### src/rtl/stks_pkg.sv
// Shared types and constants of the survivor top-k selector.
package stks_pkg;

  localparam int unsigned Keep   = 32;
  localparam int unsigned IdxW   = $clog2(Keep);
  localparam int unsigned CntW   = $clog2(Keep + 1);
  localparam int unsigned FitW   = 32;
  localparam int unsigned SrcW   = 2;
  localparam int unsigned ItemW  = 8;
  localparam int unsigned SlotW  = 6;

  localparam logic [SrcW-1:0] SrcPopulation = 2'd0;
  localparam logic [SrcW-1:0] SrcInvalid    = 2'd3;

  typedef struct packed {
    logic signed [FitW-1:0] fitness;
    logic [SrcW-1:0]        source;
    logic [ItemW-1:0]       item_index;
    logic                   last;
  } in_t;

  typedef struct packed {
    logic [SlotW-1:0]       slot;
    logic [SrcW-1:0]        from_source;
    logic [ItemW-1:0]       from_index;
    logic signed [FitW-1:0] chosen_fitness;
    logic                   end_of_list;
  } out_t;

  typedef struct packed {
    logic signed [FitW-1:0] fit;
    logic [SrcW-1:0]        src;
    logic [ItemW-1:0]       idx;
  } entry_t;

  typedef struct packed {
    logic fit_lt;
    logic idx_lt;
  } cmp_t;

endpackage

### src/rtl/stks_list.sv
// Generic RAM with one write port and one registered read port.
module stks_list #(
  parameter int unsigned Width = 8,
  parameter int unsigned Depth = 16
) (
  input  logic                     clk_i,
  input  logic                     we_i,
  input  logic [$clog2(Depth)-1:0] waddr_i,
  input  logic [Width-1:0]         wdata_i,
  input  logic [$clog2(Depth)-1:0] raddr_i,
  output logic [Width-1:0]         rdata_o
);

  logic [Width-1:0] mem_q [Depth];
  logic [Width-1:0] rdata_q;

  always_ff @(posedge clk_i) begin
    if (we_i) begin
      mem_q[waddr_i] <= wdata_i;
    end
    rdata_q <= mem_q[raddr_i];
  end

  assign rdata_o = rdata_q;

endmodule

### src/rtl/stks_cmp.sv
// Shared compare unit: signed fitness and unsigned index less-than.
module stks_cmp (
  input  logic signed [stks_pkg::FitW-1:0]  a_fit_i,
  input  logic signed [stks_pkg::FitW-1:0]  b_fit_i,
  input  logic [stks_pkg::ItemW-1:0]        a_idx_i,
  input  logic [stks_pkg::ItemW-1:0]        b_idx_i,
  output stks_pkg::cmp_t                    res_o
);
  import stks_pkg::*;

  always_comb begin
    res_o.fit_lt = (a_fit_i < b_fit_i);
    res_o.idx_lt = (a_idx_i < b_idx_i);
  end

endmodule

### src/rtl/survivor_top_k_selector.sv
// Top level of the survivor top-k selector: sequencer around the list and compare unit.
//
// Usage: present a candidate on in_i and raise start; it is taken at a clock
// edge where start is high and busy is low. Busy stays high while the block
// works on that candidate. Each candidate is placed into a list of the Keep
// best fitness values by a serial walk from the tail, one entry per cycle
// through the shared comparator; a new candidate is taken only when busy is
// low again. The list has a registered read port, so the sequencer always
// issues the next address ahead of the step that uses it. A candidate marked
// last then starts the emit if the list is not empty: population survivors
// come out in ascending index, found by repeated scans of the list (one scan
// per population survivor, each followed by its emit step, plus one empty
// scan), then offspring and mutants in list order in one more scan. Each
// result beat shows on out_o for one cycle with result_valid_o high; the
// receiver cannot stall, so nothing waits. The last beat of a round carries
// end_of_list. The list is then emptied.
// Reset (rst_ni low) empties the list and returns the sequencer to idle;
// list contents need no reset since only counted entries are ever used.
module survivor_top_k_selector (
  input  logic            clk_i,
  input  logic            rst_ni,
  input  logic            start,
  input  stks_pkg::in_t   in_i,
  output logic            busy,
  output logic            result_valid_o,
  output stks_pkg::out_t  out_o
);
  import stks_pkg::*;

  typedef enum logic [2:0] {
    StIdle,
    StCheck,
    StInsert,
    StFinish,
    StScan,
    StPopEmit,
    StOther
  } state_e;

  state_e             state_q;
  entry_t             cand_q;
  logic               last_q;
  logic [IdxW-1:0]    j_q;
  logic [IdxW-1:0]    i_q;
  logic [IdxW-1:0]    best_q;
  logic [ItemW-1:0]   best_idx_q;
  logic               found_q;
  logic [CntW-1:0]    cnt_q;
  logic [CntW-1:0]    k_q;
  logic [Keep-1:0]    done_q;
  logic               res_valid_q;
  out_t               res_q;

  logic               we;
  logic [IdxW-1:0]    waddr;
  entry_t             wdata;
  logic [IdxW-1:0]    raddr;
  entry_t             rdata;
  cmp_t               cmp;
  logic [ItemW-1:0]   cmp_b_idx;
  logic               scan_hit;
  logic               scan_end;
  logic               is_final;
  logic [CntW-1:0]    cnt_m1;

  stks_list #(
    .Width ($bits(entry_t)),
    .Depth (Keep)
  ) u_list (
    .clk_i   (clk_i),
    .we_i    (we),
    .waddr_i (waddr),
    .wdata_i (wdata),
    .raddr_i (raddr),
    .rdata_o (rdata)
  );

  stks_cmp u_cmp (
    .a_fit_i (rdata.fit),
    .b_fit_i (cand_q.fit),
    .a_idx_i (rdata.idx),
    .b_idx_i (cmp_b_idx),
    .res_o   (cmp)
  );

  assign cmp_b_idx = best_idx_q;
  assign cnt_m1    = cnt_q - CntW'(1);
  assign scan_end  = ({1'b0, i_q} == cnt_m1);
  assign is_final  = (k_q == cnt_m1);
  assign scan_hit  = (rdata.src == SrcPopulation) && !done_q[i_q] &&
                     (!found_q || cmp.idx_lt);

  // The read address runs one step ahead, so rdata holds the entry that the
  // current step works on.
  always_comb begin
    unique case (state_q)
      StIdle:   raddr = cnt_m1[IdxW-1:0];
      StCheck:  raddr = IdxW'(Keep - 2);
      StInsert: raddr = IdxW'(j_q - IdxW'(2));
      StScan: begin
        priority if (!scan_end) begin
          raddr = IdxW'(i_q + 1'b1);
        end else if (scan_hit) begin
          raddr = i_q;
        end else if (found_q) begin
          raddr = best_q;
        end else begin
          raddr = '0;
        end
      end
      StOther:  raddr = IdxW'(i_q + 1'b1);
      default:  raddr = '0;
    endcase
  end

  // Each walk step either moves the entry above down one place or drops the
  // candidate into the gap.
  always_comb begin
    we    = 1'b0;
    waddr = j_q;
    wdata = cand_q;
    if (state_q == StInsert) begin
      we = 1'b1;
      if (j_q != '0 && cmp.fit_lt) begin
        wdata = rdata;
      end
    end
  end

  always_ff @(posedge clk_i or negedge rst_ni) begin
    if (!rst_ni) begin
      state_q     <= StIdle;
      cand_q      <= '0;
      cnt_q       <= '0;
      k_q         <= '0;
      done_q      <= '0;
      found_q     <= 1'b0;
      res_valid_q <= 1'b0;
      res_q       <= '0;
      last_q      <= 1'b0;
      j_q         <= '0;
      i_q         <= '0;
      best_q      <= '0;
      best_idx_q  <= '0;
    end else begin
      res_valid_q <= 1'b0;
      unique case (state_q)
        StIdle: begin
          if (start) begin
            cand_q.fit <= in_i.fitness;
            cand_q.src <= in_i.source;
            cand_q.idx <= in_i.item_index;
            last_q     <= in_i.last;
            if (in_i.source == SrcInvalid) begin
              state_q <= StFinish;
            end else if (cnt_q == CntW'(Keep)) begin
              state_q <= StCheck;
            end else begin
              j_q     <= cnt_q[IdxW-1:0];
              state_q <= StInsert;
            end
          end
        end
        StCheck: begin
          // A full list takes the candidate only if it beats the tail entry.
          if (cmp.fit_lt) begin
            j_q     <= IdxW'(Keep - 1);
            state_q <= StInsert;
          end else begin
            state_q <= StFinish;
          end
        end
        StInsert: begin
          if (j_q != '0 && cmp.fit_lt) begin
            j_q <= IdxW'(j_q - 1'b1);
          end else begin
            if (cnt_q != CntW'(Keep)) begin
              cnt_q <= cnt_q + CntW'(1);
            end
            state_q <= StFinish;
          end
        end
        StFinish: begin
          i_q     <= '0;
          k_q     <= '0;
          found_q <= 1'b0;
          if (!last_q) begin
            state_q <= StIdle;
          end else if (cnt_q == '0) begin
            state_q <= StIdle;
          end else begin
            state_q <= StScan;
          end
        end
        StScan: begin
          if (scan_hit) begin
            best_q     <= i_q;
            best_idx_q <= rdata.idx;
            found_q    <= 1'b1;
          end
          if (scan_end) begin
            i_q <= '0;
            if (found_q || scan_hit) begin
              state_q <= StPopEmit;
            end else begin
              state_q <= StOther;
            end
          end else begin
            i_q <= IdxW'(i_q + 1'b1);
          end
        end
        StPopEmit: begin
          res_valid_q          <= 1'b1;
          res_q.slot           <= SlotW'(k_q);
          res_q.from_source    <= rdata.src;
          res_q.from_index     <= rdata.idx;
          res_q.chosen_fitness <= rdata.fit;
          res_q.end_of_list    <= is_final;
          done_q[best_q]       <= 1'b1;
          k_q                  <= k_q + CntW'(1);
          found_q              <= 1'b0;
          i_q                  <= '0;
          state_q              <= StScan;
        end
        StOther: begin
          if (rdata.src != SrcPopulation) begin
            res_valid_q          <= 1'b1;
            res_q.slot           <= SlotW'(k_q);
            res_q.from_source    <= rdata.src;
            res_q.from_index     <= rdata.idx;
            res_q.chosen_fitness <= rdata.fit;
            res_q.end_of_list    <= is_final;
            k_q                  <= k_q + CntW'(1);
          end
          if (scan_end) begin
            cnt_q   <= '0;
            done_q  <= '0;
            state_q <= StIdle;
          end else begin
            i_q <= IdxW'(i_q + 1'b1);
          end
        end
        default: begin
          state_q <= StIdle;
        end
      endcase
    end
  end

  assign busy           = (state_q != StIdle);
  assign result_valid_o = res_valid_q;
  assign out_o          = res_q;

endmodule

### config.mk
export PLATFORM = sky130hd
export DESIGN_NAME = survivor_top_k_selector
export DESIGN_NICKNAME = d
export VERILOG_FILES = /design/src/rtl/stks_pkg.sv /design/src/rtl/stks_list.sv /design/src/rtl/stks_cmp.sv /design/src/rtl/survivor_top_k_selector.sv
export SDC_FILE = /design/constraint.sdc
export NUM_CORES = 2
export LEC_CHECK = 0
export ABC_AREA = 1
export BUFFER_PORTS_ARGS = -buffer_cell sky130_fd_sc_hd__buf_2
export CORE_MARGIN = 10
export CORE_UTILIZATION = 55
export DETAILED_ROUTE_END_ITERATION = 6
export PLACE_DENSITY = 0.71
export SYNTH_ARGS = -nofsm -noshare
export SYNTH_HDL_FRONTEND = slang
export SYNTH_SLANG_ARGS = --single-unit
### constraint.sdc
create_clock -name clk_i -period 5 [get_ports clk_i]
set_clock_uncertainty 0.2 [all_clocks]
set_input_delay 0.75 -clock clk_i [delete_from_list [all_inputs] [get_ports clk_i]]
set_output_delay 0.75 -clock clk_i [all_outputs]
set_load 0.02 [all_outputs]
======== After elaboration in Yosys (flattened, before gate mapping) ========
Memories as Yosys holds them, arrays and structs flattened. A register that Yosys moved wholly into a read port is not among the register bits.
Index checks and enable logic that the tools add are counted.
operators by class
  add/subtract/negate cells ............... 6
  order comparisons ....................... 5
  eq/ne operators ......................... 23
  muxes and demuxes ....................... 47
  bitwise operators ....................... 1
  reduce and logical (&&, ||, !) cells .... 31
operator list
  cell                                                         number
  case mux 49 bit (2 select lines)                             1
  2-to-1 mux 42 bit                                            2
  case mux 32 bit (2 select lines)                             1
  2-to-1 mux 5 bit                                             10
  2-to-1 mux 49 bit                                            1
  less-than comparator 32 bit                                  1
  2-to-1 mux 32 bit                                            1
  OR 32 bit                                                    1
  case mux 5 bit (3 select lines)                              2
  case mux 5 bit (5 select lines)                              1
  2-to-1 mux 6 bit                                             4
  case mux 3 bit (7 select lines)                              1
  inequality test 2 bit (second input constant)                10
  2-to-1 mux 3 bit                                             6
  case mux 6 bit (3 select lines)                              1
  AND reduction 2 bit                                          7
  adder 6 x 1 -> 6 bit (second input constant)                 2
  less-than comparator 5 x 6 -> 1 bit (second input constant)  2
  case mux 6 bit (2 select lines)                              1
  nonzero test 3 bit                                           4
  equality test 3 bit (second input constant)                  3
  less-than comparator 8 bit                                   1
  2-to-1 mux 1 bit                                             8
  AND reduction 4 bit                                          2
  27 further kinds                                             40
word-level totals
  register bits ........................... 164
  RAM bits ................................ 1344
  input port bits ......................... 46
  output and inout bits ................... 51
  memories kept ........................... 1
memories
  name          words  bits a word  read ports  clocked after Yosys merged registers in  write ports  RTL line         RTL
  u_list.mem_q  32     42           1           1                                        1            stks_list.sv:14  logic [Width-1:0] mem_q [Depth];

======== Longest topological paths before layout ========
  depth in word-level cells ............... 9
  gate-level depth with buffers ........... 24
  mapped depth without buffers ............ 21

======== Modules after synthesis ========
From an unflattened synthesis, not the netlist that was laid out.
second synthesis, totals
  cell total of the unflattened synthesis .. 5760
  area, all modules ....................... 64269.1 sq um
by module, submodules not included
  module                   instances  cells an instance  area each (sq um)  sequential area each (sq um)
  stks_list                1          4625               55024.0            41199.5
  survivor_top_k_selector  1          975                8231.6             4103.9
  stks_cmp                 1          160                1013.5             0.0

======== Worst setup path before layout ========
OpenSTA, ideal clock, no wires.
  kind .................................... register to register
  start ................................... register cand_q[27] (netlist bit)
  end ..................................... memory u_list.mem_q[0][10] (netlist bit) (data pin)
  setup time .............................. 454 ps
  arrival time ............................ 3375 ps
  data required time ...................... 4346 ps
  path slack .............................. 971 ps
  cell stages (with the launch flop) ...... 15
  period minus slack after synthesis ...... 4029 ps
  path through ............................ dfrtp_1 inv_1 ha_1 a21oi_1 o21ai_0 nand4_1 a21oi_1 a2111oi_0 o211ai_1 nand2_1 inv_1 nand3_1 inv_2 buf_1 o21ai_0
between the ends
  longest elaborated chain between the ends .. 4
RTL lines
  what                          RTL line                        RTL
  start, declared               survivor_top_k_selector.sv:41   entry_t cand_q;
  less-than comparator 32 bit   stks_cmp.sv:12                  res_o.fit_lt = (a_fit_i < b_fit_i);
  logical AND 1 bit             survivor_top_k_selector.sv:124  if (j_q != '0 && cmp.fit_lt) begin
  2-to-1 mux 42 bit             survivor_top_k_selector.sv:124
  2-to-1 mux 42 bit             survivor_top_k_selector.sv:122  if (state_q == StInsert) begin
  named net u_list.wdata_i[10]  stks_list.sv:9                  input logic [Width-1:0] wdata_i,
  end, declared                 stks_list.sv:14
The timed path passes the listed nets, and every way through them passes these cells.

======== Final worst setup path ========
  start ................................... register cnt_q[0]
  end ..................................... register u_list.rdata_q[38], in the netlist u_list.rdata_o[38], read port of u_list.mem_q
between the ends
  longest elaborated chain between the ends .. 4
RTL lines
  what                               RTL line                        RTL
  start, declared                    survivor_top_k_selector.sv:48   logic [CntW-1:0] cnt_q;
  start signal, assigned             survivor_top_k_selector.sv:178  cnt_q <= cnt_q + CntW'(1);
  subtractor 6 x 1 -> 6 bit *        survivor_top_k_selector.sv:87   assign cnt_m1 = cnt_q - CntW'(1);
  equality test 5 x 6 -> 1 bit       survivor_top_k_selector.sv:88   assign scan_end = ({1'b0, i_q} == cnt_m1);
  2-to-1 mux 5 bit                   survivor_top_k_selector.sv:101  priority if (!scan_end) begin
  case mux 5 bit (5 select lines) *  survivor_top_k_selector.sv:96   unique case (state_q)
  end, declared                      stks_list.sv:15                 logic [Width-1:0] rdata_q;
Every way passes the cells marked *; elsewhere a longest branch is shown, timed or not.
A chain may end at the register's enable or synchronous reset.

==> qor.csv <==
metric;value;unit
dr_total_vias;49712;
route.final.wire_length;193000;um
post_route_cells_drive_above_1_share;8.44;%
setup.worst_path.end_class;register;
worstHoldStart;in_i[11];
stdcell_area;77100;sq um
routabilityCongestion;0.890;
regArea;45300;sq um
crit_required;5.40;ns
ios;97;
worstSetupPathType;reg -> reg;
detailedRoute.firstPassIterationCount;5;
number_of_nets_with_antenna_violations_after_detailed_routing;0;
synth-warning-count;0;
fin_crit;4.59;ns
critPathBufInv;4;
post_drt_wl_per_cell;22.9;um
slew-limit-headroom;14.7;%
cts_tree;done;
timing.final.setup_violations;0;
path_common_cell;sky130_fd_sc_hd__nand2_1;
first_global_vias;46804;
fill_cell_total_of_the_finished_layout;9516;
max_clock_freq;218;MHz
min_delay_path_class;in -> reg;
path_clk_slew;0.06;ns
reg2reg_depth;20;
tightest_slew;1.28;ns
postSynthAreaPerCell;10.4;sq um
run_status;complete, no violations;
r2r_start;cnt_q[0];
synthCells;6640;
areaGrowthSynthToFinish;12.1;%
die_area;140000;sq um
nets;6766;
holdPathStages;3;
slowest_stage;sky130_fd_sc_hd__nor4_4;
drc_viols;0;
cts_inserted_buffers;157;
critPathMaxStageDelay;0.52;ns
htree_levels;4;
unrepaired_setup_endpoints_after_global_routing;no;
die_w;374;um
global_route.usage.total;27.0;%
rows;129;
timing.hold.worst_endpoint;cand_q[10];
buffer_ports.inserted;96;
multiInputGateArea;18400;sq um
synth_cell_type_count;45;
grt_antenna_before_repair;3;
instances_no_fill;8439;
crit_path_cell_trace;inv_2 -> ha_1 -> or2_1 -> and2_4 -> nand2_1 -> nand3_1 -> nor4_4 -> inv_2 -> nand2_2 -> nand3_4 -> nand2_8 -> buf_12 -> buf_12 -> nand2_1 -> nand3_1 -> nand3_1 -> nand3_1 -> nand2_1 -> nand2_1 -> nand2_1;
dieHeight;374;um
clock-sinks;1550;
drt_iter0_drc;6261;
fin_setup_tns;0;ns
avgViaCountPerCell;5.89;
floorplan.initialDensity;55.5;%
crit-reg2reg-capture;u_list.rdata_o[38];
syn-cell-area;68700;sq um
clk-insertion-delay-late;0.79;ns
detailed_place_hpwl;96100;um
grt_remaining_overflow;0;
min_period_over_period;91.8;%
maxSlewViolCount;0;
place_inst;8127;
core_region_area;124000;sq um
ff2ff_setup_slack;0.41;ns
hold_violations;0;
grt_max_degree;175;
critical_path.max_fanout;38;
critical_path.startpoint_type;register;
clock-root-buffer;sky130_fd_sc_hd__clkbuf_16;
antennaDiodeCount;0;
global_route_wire_length_before_repair;289000;um
synth.net_count;6736;
critical_path.top_delay_family;simple AND/OR/NAND/NOR gates;
drv.max_cap_violation_count;0;
placed_cell_area;71800;sq um
worstPathArrival;4.99;ns
sequential_area_share_after_synthesis;65.9;%
synth-seq-cells;1550;
max-clock-path-buffers;3;
-- cell usage after synthesis (all sizes together) --
cell type / n / area share [%]
xor2: 12 / 0.15
and2: 1 / 0.013
o31a: 1 / 0.013
dfxtp: 42 / 1.2
a21oi: 77 / 0.56
clkbuf: 186 / 1.0
xnor2: 3 / 0.038
a211oi: 2 / 0.029
o211ai: 8 / 0.087
nor4: 4 / 0.080
clkinv: 1 / 0.0055
a21o: 1 / 0.011
or2: 4 / 0.036
o22ai: 3 / 0.027
inv: 974 / 5.3
dfrtp: 164 / 6.0
nor3: 13 / 0.095
buf: 219 / 1.6
ha: 50 / 0.91
nand4: 11 / 0.10
edfxtp: 1344 / 59
nand3b: 294 / 3.2
nor2: 107 / 0.60
o311ai: 1 / 0.013
a2111oi: 1 / 0.013
nor3b: 1 / 0.011
mux2: 11 / 0.18
o21ai: 137 / 1.0
o21a: 3 / 0.033
nand2: 1466 / 8.0
o31ai: 1 / 0.011
a211o: 1 / 0.013
nand3: 1496 / 11
o21bai: 1 / 0.011
-- cell type report --
type                            count  area share [%]
Sequential cell                  1550            58.8
Multi-Input combinational cell   3710            23.9
Clock buffer                      228            5.82
Inverter                          975            4.77
Timing Repair Buffer              276            3.30
Tap cell                         1637            2.66
Clock inverter                     63           0.809
-- worst max path at each step --
stage	startpoint	endpoint	slack [ns]	cells after the start
2_1_floorplan	cand_q[27]	u_list.mem_q[0][10]	0.97	14
3_3_place_gp	cand_q[29]	u_list.mem_q[8][39]	0.50	14
3_5_place_dp	cnt_q[0]	u_list.rdata_o[40]	0.54	20
4_1_cts	cnt_q[0]	u_list.rdata_o[38]	0.48	20
5_1_grt	cnt_q[0]	u_list.rdata_o[40]	0.18	20
6_report	cnt_q[0]	u_list.rdata_o[38]	0.41	20
-- registers in the layout (all words and copies together) (netlist names) --
| register | cells |
|---|---|
| cand_q | 42 |
| j_q | 5 |
| best_q | 5 |
| last_q | 1 |
| best_idx_q | 8 |
| i_q | 5 |
| result_valid_o | 1 |
| u_list.mem_q | 1344 |
| state_q | 3 |
| k_q | 6 |
| u_list.rdata_o | 42 |
| out_o | 49 |
| found_q | 1 |
| done_q | 32 |
| cnt_q | 6 |
-- layer usage --
metal / GRT usage (%) / wire, um / vias up
li1: - / - / 22344
met2: 43.8 / 90000 / 2817
met3: 4.88 / 20600 / 543
met1: 35.6 / 74100 / 24008
met5: 0 / 0 / -
met4: 12.0 / 8530 / 0
-- cells by family after synthesis --
kind of cell	share of synthesized area, %
AND/OR/NAND/NOR	23.1
buffers and inverters	7.92
multiplexers	0.180
adder cells (fa/ha/maj)	0.910
AO/OA/AOI/OAI	1.82
flip-flops	65.9
XOR/XNOR	0.191
-- per-stage QoR --
step | util, % | setup slack (ns) | hold WS (ns)
2_1_floorplan | - | 0.971 | 0.236
3_3_place_gp | 57.9 | 0.504 | 0.248
3_5_place_dp | 57.9 | 0.544 | 0.253
4_1_cts | 62.2 | 0.484 | 0.00156
5_1_grt | 62.2 | 0.182 | 0.0387
6_report | 62.2 | 0.411 | 0.0419
-- placed cells by master (no fill, tap or decap), types with 12 or more instances in the layout --
cell                            synthesis  final
sky130_fd_sc_hd__a21oi_1               77     77
sky130_fd_sc_hd__buf_12                 0     52
sky130_fd_sc_hd__buf_2                162     95
sky130_fd_sc_hd__buf_4                 11    107
sky130_fd_sc_hd__clkbuf_1             186     48
sky130_fd_sc_hd__clkbuf_16              0    162
sky130_fd_sc_hd__clkbuf_8               0     19
sky130_fd_sc_hd__clkinv_1               1     18
sky130_fd_sc_hd__clkinv_2               0     21
sky130_fd_sc_hd__dfrtp_1              164    164
sky130_fd_sc_hd__dfxtp_1               42     42
sky130_fd_sc_hd__dlygate4sd3_1          0     21
sky130_fd_sc_hd__edfxtp_1            1344   1344
sky130_fd_sc_hd__ha_1                  50     50
sky130_fd_sc_hd__inv_1                968    966
sky130_fd_sc_hd__nand2_1             1464   1462
sky130_fd_sc_hd__nand3_1             1495   1494
sky130_fd_sc_hd__nand3b_1             294    294
sky130_fd_sc_hd__nor2_1               105     73
sky130_fd_sc_hd__nor2_4                 1     34
sky130_fd_sc_hd__nor3_1                13     13
sky130_fd_sc_hd__o21ai_0              137     94
sky130_fd_sc_hd__o21ai_1                0     16
sky130_fd_sc_hd__o21ai_2                0     26
sky130_fd_sc_hd__xor2_1                12     12
-- tightest hold or removal path, stage by stage --
cell and delay [ns]:
sky130_fd_sc_hd__buf_2 0.08, sky130_fd_sc_hd__nor2_1 0.03, sky130_fd_sc_hd__a21oi_1 0.11
-- timing repair --
item | CTS | global route
endpoints found under the hold margin | 111 | 0
setup buffers | 0 | 0
gates resized for setup | 0 | 0
hold buffers | 21 | 0
Power is not shown: default switching activity piles up to over one toggle a cycle in this logic, so the estimate is an artifact.
